==> src/wya_pkg.sv <==
`timescale 1ns / 1ps
`default_nettype none

package wya_pkg;

    localparam int WINDOW_MAX_DEF = 256;

    localparam int TARGET_W   = 10;
    localparam int CFG_WIN_W  = 9;
    localparam int CFG_MIN_W  = 9;
    localparam int CFG_DATA_W = 10;
    localparam int CFG_IDX_W  = 2;
    localparam int CNT_OUT_W  = 9;

    localparam int PERMILLE_SCALE = 1000;

    localparam logic [CFG_IDX_W-1:0] CFG_TARGET = 2'd0;
    localparam logic [CFG_IDX_W-1:0] CFG_WINDOW = 2'd1;
    localparam logic [CFG_IDX_W-1:0] CFG_MIN    = 2'd2;

    localparam logic [TARGET_W-1:0]  TARGET_RST = 10'd0;
    localparam logic [CFG_WIN_W-1:0] WINDOW_RST = 9'd100;
    localparam logic [CFG_MIN_W-1:0] MIN_RST    = 9'd10;

endpackage

`default_nettype wire

==> src/wya_ram.sv <==
`timescale 1ns / 1ps
`default_nettype none

module wya_ram #(
    parameter int WIDTH = 1,
    parameter int DEPTH = 256
) (
    input  wire logic                     i_clk,
    input  wire logic                     i_we,
    input  wire logic [$clog2(DEPTH)-1:0] i_waddr,
    input  wire logic [WIDTH-1:0]         i_wdata,
    input  wire logic                     i_re,
    input  wire logic [$clog2(DEPTH)-1:0] i_raddr,
    output logic      [WIDTH-1:0]         o_rdata
);

    logic [WIDTH-1:0] r_mem [DEPTH];

    always_ff @(posedge i_clk) begin
        if (i_we) begin
            r_mem[i_waddr] <= i_wdata;
        end
        if (i_re) begin
            o_rdata <= r_mem[i_raddr];
        end
    end

endmodule

`default_nettype wire

==> src/window_yield_alarm.sv <==
// Sliding-window yield monitor with a one-shot alarm latch.
// Input channel: one pass/fail round per request (i_round_ok), valid/ready.
// Output channel: one result per round, valid/ready. Fields are zero apart
// from o_evaluated = 0 when the target is zero or the window holds fewer
// than min_samples rounds.
// Config channel: index/data write, always ready. A write to a known index
// clears the alarm latch; a window write also empties the history.
// Write config only while no round is in flight.
// Pipeline: input register, then output register, which takes a round once free.
// Throughput: one round per cycle while results are taken, set by the combinational
// count update and the one read and one write port of the history RAM.
// Stall: the output register holds its result while i_out_ready is low; one
// further round is taken into the input register, after which o_in_ready
// drops until the result is taken.
// Reset: history, counts, latch and pipeline empty; target 0, window 100,
// min samples 10. No clearing pass: history entries are read only once
// written since the last clear.
`timescale 1ns / 1ps
`default_nettype none

module window_yield_alarm
    import wya_pkg::*;
#(
    parameter int WINDOW_MAX = WINDOW_MAX_DEF
) (
    input  wire logic                  i_clk,
    input  wire logic                  i_rst_n,
    input  wire logic                  i_in_valid,
    output logic                       o_in_ready,
    input  wire logic                  i_round_ok,
    output logic                       o_out_valid,
    input  wire logic                  i_out_ready,
    output logic                       o_evaluated,
    output logic [CNT_OUT_W-1:0]       o_sample_count,
    output logic [CNT_OUT_W-1:0]       o_pass_count,
    output logic                       o_below_target,
    output logic                       o_alarm_raised,
    output logic                       o_alarm_cleared,
    input  wire logic                  i_cfg_valid,
    output logic                       o_cfg_ready,
    input  wire logic [CFG_IDX_W-1:0]  i_cfg_index,
    input  wire logic [CFG_DATA_W-1:0] i_cfg_data
);

    localparam int AW = $clog2(WINDOW_MAX);
    localparam int CW = $clog2(WINDOW_MAX + 1);
    localparam int EW = (CW > CFG_WIN_W) ? CW : CFG_WIN_W;
    localparam int MW = CW + TARGET_W;
    localparam logic [EW-1:0] WMAX_E   = EW'(WINDOW_MAX);
    localparam logic [CW:0]   WMAX_X   = (CW + 1)'(WINDOW_MAX);
    localparam logic [AW-1:0] POS_LAST = AW'(WINDOW_MAX - 1);

    logic [TARGET_W-1:0]  r_target;
    logic [CFG_WIN_W-1:0] r_win;
    logic [CFG_MIN_W-1:0] r_min;

    logic [AW-1:0] r_wr_pos;
    logic [CW-1:0] r_seen;
    logic [CW-1:0] r_passes;
    logic          r_latched;

    logic r_in_vld;
    logic r_ok;
    logic r_byp;
    logic r_byp_bit;
    logic r_out_vld;

    logic [EW-1:0] win_e;
    logic [CW-1:0] w;
    logic          advance;
    logic          in_acc;
    logic [AW-1:0] n_wr_pos;
    logic [AW-1:0] pos_eff;
    logic [CW:0]   pos_x;
    logic [CW:0]   win_x;
    logic [CW:0]   old_x;
    logic [AW-1:0] rd_addr;
    logic          rd_data;
    logic          old_bit;
    logic          full;
    logic [CW-1:0] n_seen;
    logic [CW-1:0] n_passes;
    logic          judge;
    logic [MW-1:0] lhs;
    logic [MW-1:0] rhs;
    logic          below;
    logic          raised;
    logic          cleared;
    logic          n_latched;
    logic          cfg_acc;

    // effective window: zero reads as one, saturates at WINDOW_MAX
    always_comb begin
        if (r_win == '0) begin
            win_e = EW'(1);
        end else if (EW'(r_win) > WMAX_E) begin
            win_e = WMAX_E;
        end else begin
            win_e = EW'(r_win);
        end
        w = CW'(win_e);
    end

    assign advance     = r_in_vld & (~r_out_vld | i_out_ready);
    assign o_in_ready  = ~r_in_vld | advance;
    assign in_acc      = i_in_valid & o_in_ready;
    assign o_cfg_ready = 1'b1;
    assign cfg_acc     = i_cfg_valid & o_cfg_ready;
    assign o_out_valid = r_out_vld;

    assign n_wr_pos = (r_wr_pos == POS_LAST) ? '0 : r_wr_pos + 1'b1;
    assign pos_eff  = advance ? n_wr_pos : r_wr_pos;

    // oldest entry for the request being accepted, as seen after the
    // request now leaving the input register has been written
    always_comb begin
        pos_x = (CW + 1)'(pos_eff);
        win_x = (CW + 1)'(w);
        if (pos_x >= win_x) begin
            old_x = pos_x - win_x;
        end else begin
            old_x = pos_x + WMAX_X - win_x;
        end
        rd_addr = AW'(old_x);
    end

    wya_ram #(
        .WIDTH (1),
        .DEPTH (WINDOW_MAX)
    ) u_hist (
        .i_clk   (i_clk),
        .i_we    (advance),
        .i_waddr (r_wr_pos),
        .i_wdata (r_ok),
        .i_re    (in_acc),
        .i_raddr (rd_addr),
        .o_rdata (rd_data)
    );

    assign old_bit = r_byp ? r_byp_bit : rd_data;

    always_comb begin
        full = (r_seen >= w);
        if (full) begin
            n_seen   = r_seen;
            n_passes = r_passes + CW'(r_ok) - CW'(old_bit);
        end else begin
            n_seen   = r_seen + 1'b1;
            n_passes = r_passes + CW'(r_ok);
        end
        judge   = (r_target != '0) && (EW'(n_seen) >= EW'(r_min));
        lhs     = MW'(PERMILLE_SCALE) * MW'(n_passes);
        rhs     = MW'(r_target) * MW'(n_seen);
        below   = (lhs < rhs);
        raised  = judge & below & ~r_latched;
        cleared = judge & ~below & r_latched;
        n_latched = r_latched;
        if (raised) begin
            n_latched = 1'b1;
        end else if (cleared) begin
            n_latched = 1'b0;
        end
    end

    always_ff @(posedge i_clk) begin
        if (!i_rst_n) begin
            r_target  <= TARGET_RST;
            r_win     <= WINDOW_RST;
            r_min     <= MIN_RST;
            r_wr_pos  <= '0;
            r_seen    <= '0;
            r_passes  <= '0;
            r_latched <= 1'b0;
        end else if (cfg_acc) begin
            unique case (i_cfg_index)
                CFG_TARGET: begin
                    r_target  <= i_cfg_data[TARGET_W-1:0];
                    r_latched <= 1'b0;
                end
                CFG_WINDOW: begin
                    r_win     <= i_cfg_data[CFG_WIN_W-1:0];
                    r_latched <= 1'b0;
                    r_wr_pos  <= '0;
                    r_seen    <= '0;
                    r_passes  <= '0;
                end
                CFG_MIN: begin
                    r_min     <= i_cfg_data[CFG_MIN_W-1:0];
                    r_latched <= 1'b0;
                end
                default: begin
                end
            endcase
        end else if (advance) begin
            r_wr_pos  <= n_wr_pos;
            r_seen    <= n_seen;
            r_passes  <= n_passes;
            r_latched <= n_latched;
        end
    end

    always_ff @(posedge i_clk) begin
        if (!i_rst_n) begin
            r_in_vld  <= 1'b0;
            r_out_vld <= 1'b0;
        end else begin
            if (in_acc) begin
                r_in_vld <= 1'b1;
            end else if (advance) begin
                r_in_vld <= 1'b0;
            end
            if (advance) begin
                r_out_vld <= 1'b1;
            end else if (i_out_ready) begin
                r_out_vld <= 1'b0;
            end
        end
    end

    // payload; bypass covers a read of the entry written on the same edge
    always_ff @(posedge i_clk) begin
        if (in_acc) begin
            r_ok      <= i_round_ok;
            r_byp     <= advance && (rd_addr == r_wr_pos);
            r_byp_bit <= r_ok;
        end
        if (advance) begin
            o_evaluated     <= judge;
            o_sample_count  <= judge ? CNT_OUT_W'(n_seen) : '0;
            o_pass_count    <= judge ? CNT_OUT_W'(n_passes) : '0;
            o_below_target  <= judge & below;
            o_alarm_raised  <= raised;
            o_alarm_cleared <= cleared;
        end
    end

endmodule

`default_nettype wire

==> config.mk <==
export PLATFORM = sky130hd
export DESIGN_NAME = window_yield_alarm
export DESIGN_NICKNAME = d
export VERILOG_FILES = /design/src/wya_pkg.sv /design/src/wya_ram.sv /design/src/window_yield_alarm.sv
export SDC_FILE = /design/constraint.sdc
export NUM_CORES = 1
export LEC_CHECK = 0
export BUFFER_PORTS_ARGS = -buffer_cell sky130_fd_sc_hd__buf_2
export CAP_MARGIN = 20
export CORE_AREA = 2 2 215 217
export DETAILED_ROUTE_END_ITERATION = 16
export DIE_AREA = 0 0 217 219
export PLACE_DENSITY = 0.58
export SLEW_MARGIN = 20
export SYNTH_ARGS = -nofsm -noshare
export SYNTH_HDL_FRONTEND = slang
export SYNTH_SLANG_ARGS = --single-unit
==> constraint.sdc <==
create_clock -name i_clk -period 11.3 [get_ports i_clk]
set_clock_uncertainty 0.05 [all_clocks]
set_input_delay 2.26 -clock i_clk [delete_from_list [all_inputs] [get_ports i_clk]]
set_output_delay 2.26 -clock i_clk [all_outputs]
set_load 0.02 [all_outputs]
# ---- After elaboration in Yosys (flattened, before gate mapping)
# Memory sizes are Yosys's and may differ from the RTL's. A register that Yosys moved wholly into a read port is not among the register bits.
# Index checks and enable logic that the tools add are counted.
dict set report op_classes {
  eq_ne 6
  n_mux 26
  addsub 7
  reduce_logical 15
  n_mul 2
  n_lt_le_gt_ge 5
  bitwise_logic 12
}
# operator count
set ops {}
lappend ops {{$mux W9} 9}
lappend ops {{$mux W8} 5}
lappend ops {{$lt A19 B19 Y1} 1}
lappend ops {{$mul A10 B9 Y19} 1}
lappend ops {{$ge A9 B9 Y1} 2}
lappend ops {{$add A8 B1 Y8 const B} 2}
lappend ops {{$mul A7 B9 Y16 const A} 1}
lappend ops {{$sub A8 B8 Y8} 2}
lappend ops {{$mux W1} 12}
lappend ops {{$reduce_bool A10 Y1} 1}
lappend ops {{$add A9 B1 Y9} 1}
lappend ops {{$add A9 B1 Y9 const B} 1}
lappend ops {{$ge A8 B9 Y1} 1}
lappend ops {{$gt A9 B9 Y1 const B} 1}
lappend ops {{$logic_not A9 Y1} 1}
lappend ops {{$sub A9 B1 Y9} 1}
lappend ops {{$eq A8 B8 Y1} 1}
lappend ops {{$eq A8 B8 Y1 const B} 1}
lappend ops {{$reduce_and A2 Y1} 4}
lappend ops {{$and A1 B1 Y1} 6}
lappend ops {{$reduce_bool A2 Y1} 3}
lappend ops {{$not A1 Y1} 4}
lappend ops {{$reduce_and A3 Y1} 1}
lappend ops {{$reduce_bool A3 Y1} 1}
lappend ops {{8 further kinds} 10}
dict set report word_totals {
  mem_bits_rw 256
  register_bits 82
  word_cells 92
  in_bits 18
  out_inout_bits 25
  n_memories 1
}
# name words width read_ports rd_ports_with_merged_regs wr line_no
set memory_table {}
lappend memory_table {u_hist.r_mem 256 1 1 1 1 wya_ram.sv:17} ;# logic [WIDTH-1:0] r_mem [DEPTH];

# ---- Depth between registers and ports, before layout
# Gate-level depths: netlist of run 1.
dict set report logic_depth {
  ltp_word 14
  mapped_depth 40
  mapped_depth_nobuf 38
}

# ---- Cells and area by module
# A second synthesis of run 1 with hierarchy kept.
dict set report unflattened {
  hier_cells 1891
  hier_area_um2 20850.0
}
# module area_each_um2 cells_per_inst seq_area_each_um2 n_inst
set modules_own_cells {}
lappend modules_own_cells {wya_ram 11138.2 788 7717.4 1}
lappend modules_own_cells {window_yield_alarm 9711.8 1103 1891.8 1}

# ---- Least setup slack after synthesis of run 1
# OpenSTA, ideal clock, no wires.
dict set report synth_path {
  path_kind {flip-flop to flip-flop}
  startpoint {register r_ok}
  endpoint {register o_below_target, data pin}
  path_stages_with_launch 27
  path_buffers 0
  setup_ns 0.266
  synth_period_minus_slack_ns 10.302
  setup_slack_ns 0.998
  required_time_ns 10.984
  arrival_time_ns 9.986
  cell_sequence {edfxtp_1 > ha_1 > ha_1 > xor2_1 > or4b_4 > xnor2_1 > fa_1 > inv_1 > fa_1 > inv_1 > fa_1 > fa_1 > ha_1 > a21boi_1 > o21ai_1 > a21oi_1 > o21ai_1 > nand2_1 > a31oi_1 > xnor2_1 > ha_1 > nand4_1 > or3_1 > or4_1 > a21oi_1 > nand2b_1 > nor2_1}
}
dict set report synth_via {
  elab_chain_len 6
}
# element line_no
set synth_rtl {}
lappend synth_rtl {{start: declaration} window_yield_alarm.sv:63} ;# logic r_ok;
lappend synth_rtl {{start signal: assignment} window_yield_alarm.sv:223} ;# r_ok <= i_round_ok;
lappend synth_rtl {{$add A9 B1 Y9 *} {window_yield_alarm.sv:146, window_yield_alarm.sv:149}}
lappend synth_rtl {{$sub A9 B1 Y9} window_yield_alarm.sv:146} ;# n_passes = r_passes + CW'(r_ok) - CW'(old_bit);
lappend synth_rtl {{$mux W9 *} window_yield_alarm.sv:144} ;# if (full) begin
lappend synth_rtl {{via n_passes[3]} window_yield_alarm.sv:82} ;# logic [CW-1:0] n_passes;
lappend synth_rtl {{$mul A7 B9 Y16 *} window_yield_alarm.sv:152} ;# lhs = MW'(PERMILLE_SCALE) * MW'(n_passes);
lappend synth_rtl {{$lt A19 B19 Y1 *} window_yield_alarm.sv:154} ;# below = (lhs < rhs);
lappend synth_rtl {{$and A1 B1 Y1 *} window_yield_alarm.sv:231} ;# o_below_target <= judge & below;
lappend synth_rtl {{end signal: assignment} window_yield_alarm.sv:231}
lappend synth_rtl {{end: declaration} window_yield_alarm.sv:36} ;# output logic o_below_target,
# Mark *: on every way through the listed nets, which the timed path passes. The rest lies on a longest branch.
# A chain may end at the register's enable or synchronous reset.

# ---- Final worst setup path of run 1
dict set report layout_path {
  startpoint {register r_win[4]}
  endpoint {register o_alarm_raised, data pin}
}
dict set report layout_via {
  elab_chain_len 9
  word_cells_on_any_way 14
  cone_classes {2 x mul; 4 x order compare; 4 x mux; 2 x bitwise; 2 x reduce/logical}
}
# element line_no
set layout_rtl {}
lappend layout_rtl {{start: declaration} window_yield_alarm.sv:54} ;# logic [CFG_WIN_W-1:0] r_win;
lappend layout_rtl {{start signal: assignment} window_yield_alarm.sv:181} ;# r_win <= i_cfg_data[CFG_WIN_W-1:0];
lappend layout_rtl {{$gt A9 B9 Y1} window_yield_alarm.sv:96} ;# end else if (EW'(r_win) > WMAX_E) begin
lappend layout_rtl {{$mux W9} window_yield_alarm.sv:96}
lappend layout_rtl {{$mux W9 *} window_yield_alarm.sv:94} ;# if (r_win == '0) begin
lappend layout_rtl {{$ge A9 B9 Y1 *} window_yield_alarm.sv:143} ;# full = (r_seen >= w);
lappend layout_rtl {{$mux W9} window_yield_alarm.sv:144}
lappend layout_rtl {{$mul A10 B9 Y19, or another cell as far along} window_yield_alarm.sv:153} ;# rhs = MW'(r_target) * MW'(n_seen);
lappend layout_rtl {{$lt A19 B19 Y1 / $logic_and A1 B1 Y1 (equally long branches)} {window_yield_alarm.sv:154, window_yield_alarm.sv:151}}
lappend layout_rtl {{$and A1 B1 Y1 * (2 in a row)} window_yield_alarm.sv:155} ;# raised = judge & below & ~r_latched;
lappend layout_rtl {{end signal: assignment} window_yield_alarm.sv:232} ;# o_alarm_raised <= raised;
lappend layout_rtl {{end: declaration} window_yield_alarm.sv:37} ;# output logic o_alarm_raised,
# Every way passes the cells marked *; elsewhere a longest branch is shown, timed or not.

==> impl_summary.md, run 1 <==
Outcome
The run finished with clean final reports.

Drt
After detailed routing, the average wire length per cell comes to 20.22 microns. The remaining routing DRC violations is 0. The first detailed-routing pass took 5 iterations. After detailed routing, the total wire length is between 40000 and 50000 microns. The starting DRC count in detailed routing is between 800 and 900. The detail route stage leaves a number of antenna-violating nets equal to 0. The detailed-route vias per instance is approximately 5.5. The final route contains about 13000 vias.

Worst setup path
The largest single stage delay on the critical path is slightly above 0.7 ns. The required time of the critical path is between 10 and 15 ns. The slowest stage of the critical path is the sky130_fd_sc_hd__xor2_1 cell.

Grouping stages by cell kind, the critical path spends the most delay in simple AND/OR/NAND/NOR gates. Along the worst path, the maximum fanout reaches 12. The data arrival time of the worst path is about 9.5 ns. The startpoint type of the worst setup path is a flop. The critical path is of the flop to flop type. The number of buffer and inverter instances along the worst setup path is 3.

STA classifies the critical path endpoint as a flop. Counting stages on the worst path, the most repeated cell is sky130_fd_sc_hd__fa_1.

STA
The count of endpoints failing setup in the final report is 0. Setup repair after global routing left no endpoint under its margin. The time the worst path needs with I/O delays and setup is a little over 9 ns. The period utilization is approximately 82%. Measured against its own limit, the worst slew margin works out to about a quarter. Adding up every negative setup slack in the final design gives 0 ns. The smallest hold slack is 0.4250 ns.

The number of endpoints with negative hold slack in the final report was 0. The slew at the pin with the worst max-slew slack is ~1.1 ns. The total count of max-transition violations in the final report is 0.

The timing-limited maximum frequency is about 110 MHz.

Die
The die width is around 220 microns. The die covers around 48000 sq um. The I/O pin count is between 40 and 50. In this run the standard cell core region covers between 40000 and 50000 sq um. The floorplan has between 70 and 80 rows. The effective utilization at floorplan is about 45%. Measured along the y axis, the die boundary spans between 200 and 250 microns.

Pwr
Cell internal power was estimated by the tool at 2.188 mW. Per report_power, the combinational group accounts for 9.1% of the total. The switching share of power is roughly a quarter. The analysis attributes to cell leakage a power of between 8 and 9 nW.

Summed over all nets, the switching power comes to roughly 700 uW. Overall power consumption after layout is estimated at roughly 2.9 mW. In this run, the clock network consumes 43.2% of the power. The worst-case IR drop observed on VDD is 0.0001696 V. Sequential cells account for a little under half of the total power. The power per standard cell area is about 130 nW/um^2.

Clock network
CTS built an H-tree with a depth of 2. The clock reaches the later pin of the worst-skew pair after ~0.57 ns. The TritonCTS clock tree is built. The clock buffer count from CTS is 39. The number of hold buffers added after CTS was 0.

Once the clock tree was built, the setup fixing pass inserted 0 buffers. The clock sink count is around 340. The longest clock path from root to sink contains 3 buffers. Once the clock tree was built, the resizer swapped 0 gates to a different size. After clock tree synthesis, the clock-pin slew on the worst setup and hold paths is about 0.060 ns. The tree is rooted in a sky130_fd_sc_hd__clkbuf_16.

Synthesis
The mapped cell area is slightly above 20000 sq um. The cell count after synthesis is approximately 1800. The fraction of the yosys area taken by sequential cells is between 40 and 50%. The dominant synthesized flop cell is sky130_fd_sc_hd__edfxtp_1. The average cell area after synthesis is 11.49 sq um. Yosys printed 0 warnings.

The synthesized netlist contains 67 unique library cells. The count of flip-flops with a built-in enable after synthesis is about 280. The top-area cell type share of the netlist area is roughly 41%. In the post-synthesis netlist, the biggest area contributors are sky130_fd_sc_hd__edfxtp_1, sky130_fd_sc_hd__mux4_2, sky130_fd_sc_hd__fa_1, sky130_fd_sc_hd__ha_1, sky130_fd_sc_hd__nor2_1.

The largest area contributor in the netlist is sky130_fd_sc_hd__edfxtp_1. The net count after synthesis is roughly 2000. In this run, synthesis produced a sequential element count of 339. In the synthesized netlist the async set-or-reset flop fraction comes to 0%.

Hold path
The worst hold path class is flop to flop.

Cells and area
From synthesis to final layout, the design area changed by 10.12%. At the end of the flow, the number of nets in the layout was between 2000 and 2500. Of the cells placed in the final design, the portion with a size suffix greater than 1 is 12.69%. The multi-input combinational cell area is 9910 sq um. The finished layout holds 2428 standard cells, fillers aside. In the final layout, flip-flops and latches occupy around 9600 sq um.

Counting the fill cells in the layout gives approximately 4000. The antenna diode count is 0.

Place
At the end of routability-driven placement, the weighted congestion stood at about 0.81. The HPWL after detailed placement is between 30000 and 40000 microns. The total instance count after detailed placement is approximately 2400. During placement, the flow inserted port buffers numbering 41.

GRT
The total congestion overflow is 0. The via count of the first global-routing pass is 13754. The number of antenna violations at the first check in global routing is 0. Entering global routing, the biggest net connects around 120 pins. Across every metal layer, demand over resource in global routing totals a little over a fifth. The first global-routing pass estimated 77560 microns of wire.

Job
The number of maximum-capacitance violations is 0.
## metal layers
layer / track usage [%] / vias to the layer above / part of all wire, %
met5: 0 / - / 0
met4: 7.991 / 0 / 3.3
met1: 26.42 / 6680 / 42
li1: - / 6204 / -
met2: 38.02 / 298 / 51
met3: 2.786 / 96 / 4.1
## state kept, by name, summed over array words and instances, names as in the netlist, 8 cells and up
register,cells
r_target,10
r_min,9
o_pass_count,9
r_seen,9
u_hist.r_mem,256
r_passes,9
r_wr_pos,8
r_win,9
o_sample_count,9
## cell type report
| cell class | count | area share, % |
|---|---|---|
| Timing Repair Buffer | 72 | 2.029 |
| Tap cell | 600 | 3.326 |
| Inverter | 156 | 2.595 |
| Multi-Input combinational cell | 1189 | 43.91 |
| Clock inverter | 22 | 0.9203 |
| Sequential cell | 339 | 42.58 |
| Clock buffer | 50 | 4.640 |
## synth_stat cells, drive strengths merged (24+ instances only)
library cell  number
a21oi             58
and2              53
clkbuf            79
dfxtp             57
edfxtp           282
fa                85
ha               128
inv              155
mux2i             35
mux4              80
nand2            120
nand3             49
nor2             323
nor2b             27
o21ai             38
xnor2             39
xor2              24
## cell families after synthesis
logic type	Yosys count	share of synthesized area, %
adders and majority gates	213	16.12
other	1	0.01830
buffers and inverters	256	5.012
muxes	117	10.61
AOI/OAI and AO/OA	148	4.274
and+or+nand+nor	647	14.18
xor gates and xnor gates	63	2.894
DFF	339	46.89
## layout by cell type, fill, tap and decap left out, drive strengths merged, types with 7 or more instances in the layout
cell type | Yosys | final
inv | 155 | 158
nor2 | 323 | 323
xnor2 | 39 | 39
and3 | 9 | 9
nor2b | 27 | 27
nand2b | 13 | 13
or3 | 13 | 13
mux2i | 35 | 35
dfxtp | 57 | 57
nand4 | 11 | 11
nor3 | 13 | 13
clkbuf | 79 | 50
a21o | 16 | 16
nor4 | 7 | 7
a31oi | 8 | 8
nand3 | 49 | 49
xor2 | 24 | 24
a21oi | 58 | 58
buf | 21 | 72
mux4 | 80 | 80
edfxtp | 282 | 282
o21ai | 38 | 38
and2 | 53 | 53
fa | 85 | 85
clkinv | 1 | 18
ha | 128 | 128
nand2 | 120 | 120
## final timing paths
kind                               start        endpoint  slack, ns  cells past startpoint
worst max-delay path            r_win[4]  o_alarm_raised       2.02                     36
worst min register to register  r_win[3]        r_win[3]       0.43                      2
worst max register to register  r_win[4]  o_alarm_raised       2.02                     36
worst min-delay path            r_win[3]        r_win[3]       0.43                      2
## power groups by stage
stage / Sequential [mW] / Combinational, mW / Clock, mW
after floorplan: 1.41 / 0.186 / 0
after global placement: 1.40 / 0.260 / 0
after detailed placement: 1.40 / 0.266 / 0
after CTS: 1.37 / 0.267 / 1.27
after global routing: 1.37 / 0.286 / 1.31
final: 1.37 / 0.261 / 1.24
## worst min-delay path: cells and delay by family, from the launching register on
| kind | cells | cell delay, ns |
|---|---|---|
| AOI/OAI and AO/OA | 1 | 0.05 |
| and+or+nand+nor | 1 | 0.05 |
| DFF | 1 | 0.32 |
## stage by stage
step / instance area [sq um] / util [%] / worst slack, ns
5_1_grt: 22570 / 50.05 / 1.324
4_1_cts: 22560 / 50.04 / 2.054
3_5_place_dp: 21310 / 47.26 / 2.060
2_1_floorplan: 20490 / - / 0.9976
6_report: 22570 / 50.05 / 2.020
3_3_place_gp: 21280 / 47.20 / 2.114
(Power assumes the default switching activity.)
==> inputs of run 2 (changes only) <==
- ABC_AREA: default -> 1
- CORE_AREA: 2 2 215 217 -> 2 2 216 218
- DIE_AREA: 0 0 217 219 -> 0 0 218 220
- clock period: 11.3 -> 9.15 ns (I/O delays scaled with it)
==> impl_summary.md, run 2 <==
Cells and area
The layout filler cell count is 4384 (was 4083). The total non-filler cell area in the finished layout is 22740 sq um (was 22570 sq um). The area overhead of the layout relative to synthesis was 9.395% (was 10.12%). The area taken by flip-flops and latches is 9609 sq um (unchanged). The final net count is 2539 (was 2028). The top register by number of flip-flops is u_hist.r_mem (unchanged). The fraction of final layout cells sized beyond drive strength 1 is 6.552% (was 12.69%). The antenna diode count is 0 (unchanged). The leading cell type in the layout, fill and taps excluded is sky130_fd_sc_hd__nor2_1 (unchanged). The multi-input combinational cell area is 9803 sq um (was 9910 sq um).

Most used cells in the layout excluding fill and tap cells: sky130_fd_sc_hd__nor2_1, sky130_fd_sc_hd__nand2_1, sky130_fd_sc_hd__edfxtp_1, sky130_fd_sc_hd__inv_1, sky130_fd_sc_hd__o21ai_0 (was sky130_fd_sc_hd__nor2_1, sky130_fd_sc_hd__edfxtp_1, sky130_fd_sc_hd__inv_1, sky130_fd_sc_hd__ha_1, sky130_fd_sc_hd__nand2_1). Registers with the most flip-flops: u_hist.r_mem: 256 flops, r_target: 10 flops (unchanged). The flip-flop count of the largest register, all copies and words added came to 256 (unchanged).

Die
The area of the die is 47960 sq um (was 47520 sq um). The effective utilization at floorplan is 45.33% (was 45.45%). The die width is 218 microns (was 217 microns). The standard-cell row count came to 79 (was 78). The vertical extent of the die is 220 microns (was 219 microns). The core area came to 45860 sq um (was 45090 sq um). The I/O pin count was 43 (unchanged).

Drt
The detailed-route wire length is 52840 microns (was 49090 microns). The count of vias placed by the detailed router is 15752 (was 13278). The detailed-route vias per instance is 5.354 (was 5.469). The routed length per instance is 17.96 microns (was 20.22 microns).

The remaining routing DRC violations is 0 (unchanged). The starting DRC count in detailed routing is 1209 (was 813). The count of TritonRoute iterations in the first routing pass is 6 (was 5). The post-route antenna net violation count is 0 (unchanged).

Worst setup path
The kind of end point of the critical path is a flop (unchanged). The data arrival time of the worst path is 8.57 ns (was 9.50 ns). The required time of the critical path came to 9.49 ns (was 11.52 ns). The end of the worst register-to-register path was r_latched (was o_alarm_raised). The worst reg-to-reg setup slack is 0.92 ns (was 2.02 ns).

The cell type group with the largest total delay on the critical path was adder cells (was simple AND/OR/NAND/NOR gates). The launching element of the worst setup path is r_win[4] (unchanged). The maximum single-stage delay on the critical path is 0.53 ns (was 0.72 ns). The peak fanout along the critical path was 10 (was 12). The number of buffer and inverter instances along the worst setup path is 7 (was 3). The startpoint-to-endpoint class of the critical path is flop to flop (unchanged). The worst reg-to-reg path cell count is 47 (was 36). The critical register-to-register path startpoint is r_win[4] (unchanged). The startpoint type of the worst setup path is a flop (unchanged).

The number of gates on the worst path with buffers counted came to 47 (was 36). The cell type of the slowest stage on the worst timing path is sky130_fd_sc_hd__fa_1 (was sky130_fd_sc_hd__xor2_1). The most repeated library cell on the critical path was sky130_fd_sc_hd__nand2_1 (was sky130_fd_sc_hd__fa_1). The end of the critical path is r_latched (was o_alarm_raised).

GRT
The total congestion overflow came to 0 (unchanged). The via count of the first global-routing pass is 15406 (was 13754). The first-pass GRT wire length is 83920 microns (was 77560 microns). The total routing resource utilization after global routing is 22.57% (was 21.31%).

The number of antenna violations at the first check in global routing came to 0 (unchanged). The pin count of the biggest net entering global routing is 258 (was 115).

Clock network
The master cell of the clock root buffer is sky130_fd_sc_hd__clkbuf_16 (unchanged). The clock insertion delay at the later pin of the skew report was 0.56 ns (was 0.57 ns). The TritonCTS clock tree is built (unchanged). The clock sink count is 339 (unchanged). The CTS H-tree depth is 2 (unchanged). The clock transition at the registers of the reported paths is 0.06 ns (about the same).

The clock buffer count from CTS was 39 (unchanged). The maximum number of buffers from clock root to sink is 3 (unchanged). The post-CTS setup-driven buffer insertion count is 0 (unchanged).

STA
The slew at the pin with the worst max-slew slack is 1.173 ns (was 1.136 ns). The timing-limited maximum frequency was 121.5 MHz (was 107.8 MHz). The count of endpoints failing setup in the final report was 0 (unchanged). The setup TNS after final layout is 0 ns (unchanged). RSZ-0062 raised after global routing: false (unchanged). The time the worst path needs with I/O delays and setup is 8.229 ns (was 9.280 ns). The smallest hold slack is 0.4183 ns (was 0.4250 ns). The period utilization is 89.94% (was 82.12%).

The number of endpoints with negative hold slack in the final report is 0 (unchanged). The worst slew slack as a fraction of its limit is 21.64% (was 24.08%). The total count of max-transition violations in the final report is 0 (unchanged).

Synthesis
The cell count after synthesis was 2318 (was 1784). The largest area contributor in the netlist is sky130_fd_sc_hd__edfxtp_1 (unchanged). The mapped cell area is 20790 sq um (was 20490 sq um).

Dominant cells by area after synthesis: sky130_fd_sc_hd__edfxtp_1, sky130_fd_sc_hd__nor2_1, sky130_fd_sc_hd__fa_1, sky130_fd_sc_hd__ha_1, sky130_fd_sc_hd__nand2_1 (was sky130_fd_sc_hd__edfxtp_1, sky130_fd_sc_hd__mux4_2, sky130_fd_sc_hd__fa_1, sky130_fd_sc_hd__ha_1, sky130_fd_sc_hd__nor2_1). The fraction of the yosys area taken by sequential cells was 46.22% (was 46.89%). The average cell area after synthesis came to 8.968 sq um (was 11.49 sq um).

List of most frequent post-synthesis cells: sky130_fd_sc_hd__nor2_1, sky130_fd_sc_hd__nand2_1, sky130_fd_sc_hd__edfxtp_1, sky130_fd_sc_hd__inv_1, sky130_fd_sc_hd__o21ai_0 (was sky130_fd_sc_hd__nor2_1, sky130_fd_sc_hd__edfxtp_1, sky130_fd_sc_hd__inv_1, sky130_fd_sc_hd__ha_1, sky130_fd_sc_hd__nand2_1). The count of flip-flops with a built-in enable after synthesis is 282 (unchanged). The number of warning messages in the yosys log is 0 (unchanged). The count of different cell masters after synthesis came to 47 (was 67).

The share of flip-flops with an asynchronous set or reset was 0% (unchanged). The dominant synthesized flop cell is sky130_fd_sc_hd__edfxtp_1 (unchanged). The net count after synthesis was 2549 (was 2015). The top-area cell type share of the netlist area is 40.73% (was 41.32%).

The post-synthesis sequential element count came to 339 (unchanged). The most common cell in the synthesized netlist is sky130_fd_sc_hd__nor2_1 (unchanged).

Pwr
The total leakage power came to 9.033 nW (was 8.760 nW). The power per standard cell area is 166.2 nW/um^2 (was 127.3 nW/um^2). The total power consumption of the routed design is 3.779 mW (was 2.872 mW). The maximum vdd drop is 0.0001167 V (was 0.0001696 V).

Hold path
The critical hold path startpoint is r_latched (was r_win[3]). The worst hold path class was flop to flop (unchanged).

Place
The detailed-placement wirelength estimate is 33930 microns (was 31770 microns). The weighted congestion at the end of routability-driven global placement is 0.8837 (was 0.8140). The number of buffers inserted by port buffering is 41 (unchanged). The cell area reported after detailed placement is 21520 sq um (was 21310 sq um).

Outcome
Run status: completed (unchanged).

Job
The number of maximum-capacitance violations is 0 (unchanged).
[run 2: cell types whose count changed in the layout (fill, tap and decap cells not counted), moves of 21 or more]
cell	before	now
sky130_fd_sc_hd__xnor2_1	36	15
sky130_fd_sc_hd__nand2_1	120	307
sky130_fd_sc_hd__a21oi_1	58	94
sky130_fd_sc_hd__o21ai_0	17	188
sky130_fd_sc_hd__nor2_1	321	538
sky130_fd_sc_hd__inv_1	149	261
sky130_fd_sc_hd__o22ai_1	1	50
sky130_fd_sc_hd__mux2i_1	35	0
sky130_fd_sc_hd__and2_1	52	0
sky130_fd_sc_hd__nor2b_1	26	0
sky130_fd_sc_hd__mux4_2	80	0
[run 2: worst min-delay path by stage]
stage | slack [ns] | cells past startpoint | endpoint
after floorplan | 0.39 | 2 | r_min[6]
after CTS | 0.42 | 2 | r_latched
after global placement | 0.40 | 2 | r_latched
after global routing | 0.45 | 2 | r_min[4]
final | 0.42 | 2 | r_latched
after detailed placement | 0.41 | 2 | r_latched
[run 2: layer usage]
layer | global-route usage (%) | wire, microns | vias to the layer above
li1 | - | - | 7577
met1 | 28.59 | 22230 | 7673
met2 | 39.41 | 26060 | 403
met3 | 3.285 | 2755 | 99
met4 | 7.891 | 1801 | 0
met5 | 0 | 0 | -
[run 2: tightest hold or removal path: cells and delay by family (launching register included)]
kind / cells / cell delay [ns]
flip-flops: 1 / 0.31
AO/OA/AOI/OAI: 1 / 0.05
AND/OR/NAND/NOR: 1 / 0.06
[run 2: metrics by stage]
step	cells	setup WS, ns	utilization, %
2_1_floorplan	2318	-0.2019	-
3_3_place_gp	2874	0.9084	46.92
3_5_place_dp	2874	0.6650	46.92
4_1_cts	2942	0.6261	49.54
5_1_grt	2942	0.07223	49.59
6_report	2942	0.9208	49.59
[run 2: logic make-up (layout without fill, tap and decap cells)]
family,after synthesis,after routing,synth area share [%]
multiplexers,5,5,0.2708
AND/OR/NAND/NOR,933,933,17.73
AO/OA/AOI/OAI,387,387,10.10
other,1,1,0.01804
adder cells (fa/ha/maj),213,213,15.89
flip-flops,339,339,46.22
buffers and inverters,384,401,7.265
XOR/XNOR,56,56,2.504
[run 2: repair_timing]
item,4_1_cts,5_1_grt
gates resized for setup,0,2
endpoints found under the hold margin,0,0
hold buffers,0,0
setup endpoints to repair,0,2
[run 2: report_power, final]
group          switching [mW]  leakage [nW]  internal, mW
clock                   0.636         0.589         0.876
sequential             0.0106          3.01          1.69
combinational           0.394          5.43         0.176
total                    1.04          9.03          2.74
[run 2: final cells by class]
type                       count  share of cell area, %
clock inverter                14                 0.5832
tap                          607                  3.340
sequential                   339                  42.25
inverter                     279                  4.616
multi-input combinational   1595                  43.11
timing repair buffer          54                  1.386
clock buffer                  54                  4.715
==> inputs of run 3 (changes only) <==
- PLACE_DENSITY: 0.58 -> 0.6
- clock period: 9.15 -> 6.7 ns (I/O delays scaled with it)
==> impl_summary.md, run 3 (same netlist as run 2, synthesis figures left out) <==
Outcome
Run status: finished with violations (was completed). The checks that failed: setup timing.

Cells and area
The flip-flop count of the largest register, all copies and words added is 256 (unchanged). The number of standard cells in the final layout excluding fillers came to 3124 (was 2942). Registers with the most flip-flops: u_hist.r_mem: 256 flops, r_target: 10 flops (unchanged). The area taken by flip-flops and latches is 9613 sq um (was 9609 sq um). The total non-filler cell area in the finished layout came to 24840 sq um (was 22740 sq um). The area overhead of the layout relative to synthesis is 19.46% (was 9.395%). The final net count is 2716 (was 2539). The top register by number of flip-flops is u_hist.r_mem (unchanged). The layout filler cell count is 4231 (was 4384).

The multi-input combinational cell area is 10370 sq um (was 9803 sq um). Most used cells in the layout excluding fill and tap cells: sky130_fd_sc_hd__nor2_1, sky130_fd_sc_hd__nand2_1, sky130_fd_sc_hd__edfxtp_1, sky130_fd_sc_hd__inv_1, sky130_fd_sc_hd__o21ai_0 (unchanged). The leading cell type in the layout, fill and taps excluded is sky130_fd_sc_hd__nor2_1 (unchanged). The fraction of final layout cells sized beyond drive strength 1 is 17.69% (was 6.552%).

Place
The number of buffers inserted by port buffering is 41 (unchanged). The pre-CTS setup slack is -0.8723 ns (was 0.6650 ns). The detailed-placement wirelength estimate is 36200 microns (was 33930 microns). The cell area reported after detailed placement is 22640 sq um (was 21520 sq um).

The total instance count after detailed placement was 3021 (was 2874). The weighted congestion at the end of routability-driven global placement was 0.8601 (was 0.8837).

Drt
The starting DRC count in detailed routing is 1280 (was 1209). The detailed-route wire length is 56200 microns (was 52840 microns). The post-route antenna net violation count is 0 (unchanged). The routed length per instance is 17.99 microns (was 17.96 microns). The remaining routing DRC violations is 0 (unchanged).

The count of vias placed by the detailed router is 16656 (was 15752). The count of TritonRoute iterations in the first routing pass is 5 (was 6). The detailed-route vias per instance came to 5.332 (was 5.354).

Clock network
The TritonCTS clock tree is built (unchanged). The CTS H-tree depth came to 2 (unchanged). The clock transition at the registers of the reported paths is 0.05 ns (was 0.06 ns).

The master cell of the clock root buffer is sky130_fd_sc_hd__clkbuf_16 (unchanged). The clock sink count is 339 (unchanged). The clock insertion delay at the later pin of the skew report came to 0.59 ns (was 0.56 ns). The clock buffer count from CTS came to 39 (unchanged).

The number of hold-repair buffers added at the cts stage is 0 (unchanged). The maximum number of buffers from clock root to sink came to 3 (unchanged).

Worst setup path
The kind of end point of the critical path is a flop (unchanged). The data arrival time of the worst path is 7.62 ns (was 8.57 ns). The required time of the critical path is 7.06 ns (was 9.49 ns).

The cell type of the slowest stage on the worst timing path is sky130_fd_sc_hd__fa_1 (unchanged). The most repeated library cell on the critical path is sky130_fd_sc_hd__nand2_1 (unchanged). The peak fanout along the critical path is 5 (was 10). The startpoint type of the worst setup path was a flop (unchanged). The maximum single-stage delay on the critical path was 0.52 ns (was 0.53 ns).

The startpoint-to-endpoint class of the critical path is flop to flop (unchanged).

Die
The core area is 45860 sq um (unchanged). The die width is 218 microns (unchanged). The standard-cell row count was 79 (unchanged). The vertical extent of the die is 220 microns (unchanged).

The area of the die is 47960 sq um (unchanged). The effective utilization at floorplan came to 45.33% (unchanged). The I/O pin count was 43 (unchanged).

STA
The count of endpoints failing setup in the final report came to 4 (was 0). The number of endpoints with negative hold slack in the final report is 0 (unchanged). The period utilization was 108.4% (was 89.94%). The worst slew slack as a fraction of its limit came to 24.50% (was 21.64%). RSZ-0062 raised after global routing: true (was false). The timing-limited maximum frequency is 137.7 MHz (was 121.5 MHz).

The total count of max-transition violations in the final report came to 0 (unchanged). The slew at the pin with the worst max-slew slack is 1.130 ns (was 1.173 ns). The time the worst path needs with I/O delays and setup is 7.263 ns (was 8.229 ns). The smallest hold slack was 0.4146 ns (was 0.4183 ns). The final worst setup slack is -0.5634 ns (was 0.9208 ns).

GRT
The pin count of the biggest net entering global routing is 127 (was 258). The via count of the first global-routing pass is 16196 (was 15406). The number of antenna violations at the first check in global routing is 1 (was 0).

The total congestion overflow was 0 (unchanged). The total routing resource utilization after global routing was 23.63% (was 22.57%). The first-pass GRT wire length is 87510 microns (was 83920 microns).

Pwr
The total power consumption of the routed design is 5.355 mW (was 3.779 mW). The total leakage power is 10.04 nW (was 9.033 nW). The maximum vdd drop came to 0.0001731 V (was 0.0001167 V).

The power per standard cell area is 215.6 nW/um^2 (was 166.2 nW/um^2).

Hold path
The worst hold path class is flop to flop (unchanged).

Job
The number of maximum-capacitance violations came to 0 (unchanged).
[run 3: changes by cell type in the layout (fill, tap and decap cells not counted), moves of 15 or more]
cell and delta:
sky130_fd_sc_hd__ha_1 -16, sky130_fd_sc_hd__ha_4 +16, sky130_fd_sc_hd__buf_4 +163, sky130_fd_sc_hd__nand2_1 -22, sky130_fd_sc_hd__inv_1 -16, sky130_fd_sc_hd__nand2_2 +15
[run 3: final timing paths]
check,start,to,slack [ns],cells after the start
max reg2reg,r_win[0],r_latched,-0.56,46
min,r_min[2],r_min[2],0.41,2
max,r_win[0],r_latched,-0.56,46
min reg2reg,r_min[2],r_min[2],0.41,2
[run 3: per-layer routing]
metal | wire length, microns | global-route usage [%] | part of all wire, % | vias up
met1 | 23320 | 30.21 | 42 | 8121
met5 | 0 | 0 | 0 | -
met2 | 27800 | 40.88 | 49 | 480
li1 | - | - | - | 7946
met3 | 3150 | 2.995 | 5.6 | 109
met4 | 1921 | 9.116 | 3.4 | 0
[run 3: layout make-up]
type                       count  area share, %
multi-input combinational   1595          41.74
sequential                   339          38.71
antenna                        1        0.01008
inverter                     279          4.277
clock inverter                26          1.123
clock buffer                  46          4.035
timing repair buffer         231          7.048
tap                          607          3.058
[run 3: per-stage QoR]
step | TNS [ns] | util, %
floorplan | -10.32 | -
CTS | -1.906 | 53.37
finish | -1.997 | 54.15
detailed placement | -3.162 | 49.37
global placement | -2.719 | 49.31
global route | -3.660 | 54.15
[run 3: report_power, final]
part | switching, mW | total, mW | internal (mW)
Combinational | 0.578 | 0.882 | 0.304
Sequential | 0.0134 | 2.31 | 2.30
Clock | 0.915 | 2.16 | 1.24
Total | 1.51 | 5.35 | 3.85
[run 3: timing repair]
action | in CTS | in global routing
endpoints found under the setup margin | 4 | 4
resized for setup | 89 | 64
pin swaps | 84 | 68
cloned | 1 | 0
buffers inserted | 18 | 11
[run 3: worst max-delay path, delay by kind of cell, from the launching register on]
family                     cells  cell delay [ns]
DFF                            1             0.32
and+or+nand+nor               20             2.09
xor gates and xnor gates       2             0.42
adders and majority gates      7             2.48
AOI/OAI and AO/OA              6             0.65
buffers and inverters         11             1.01
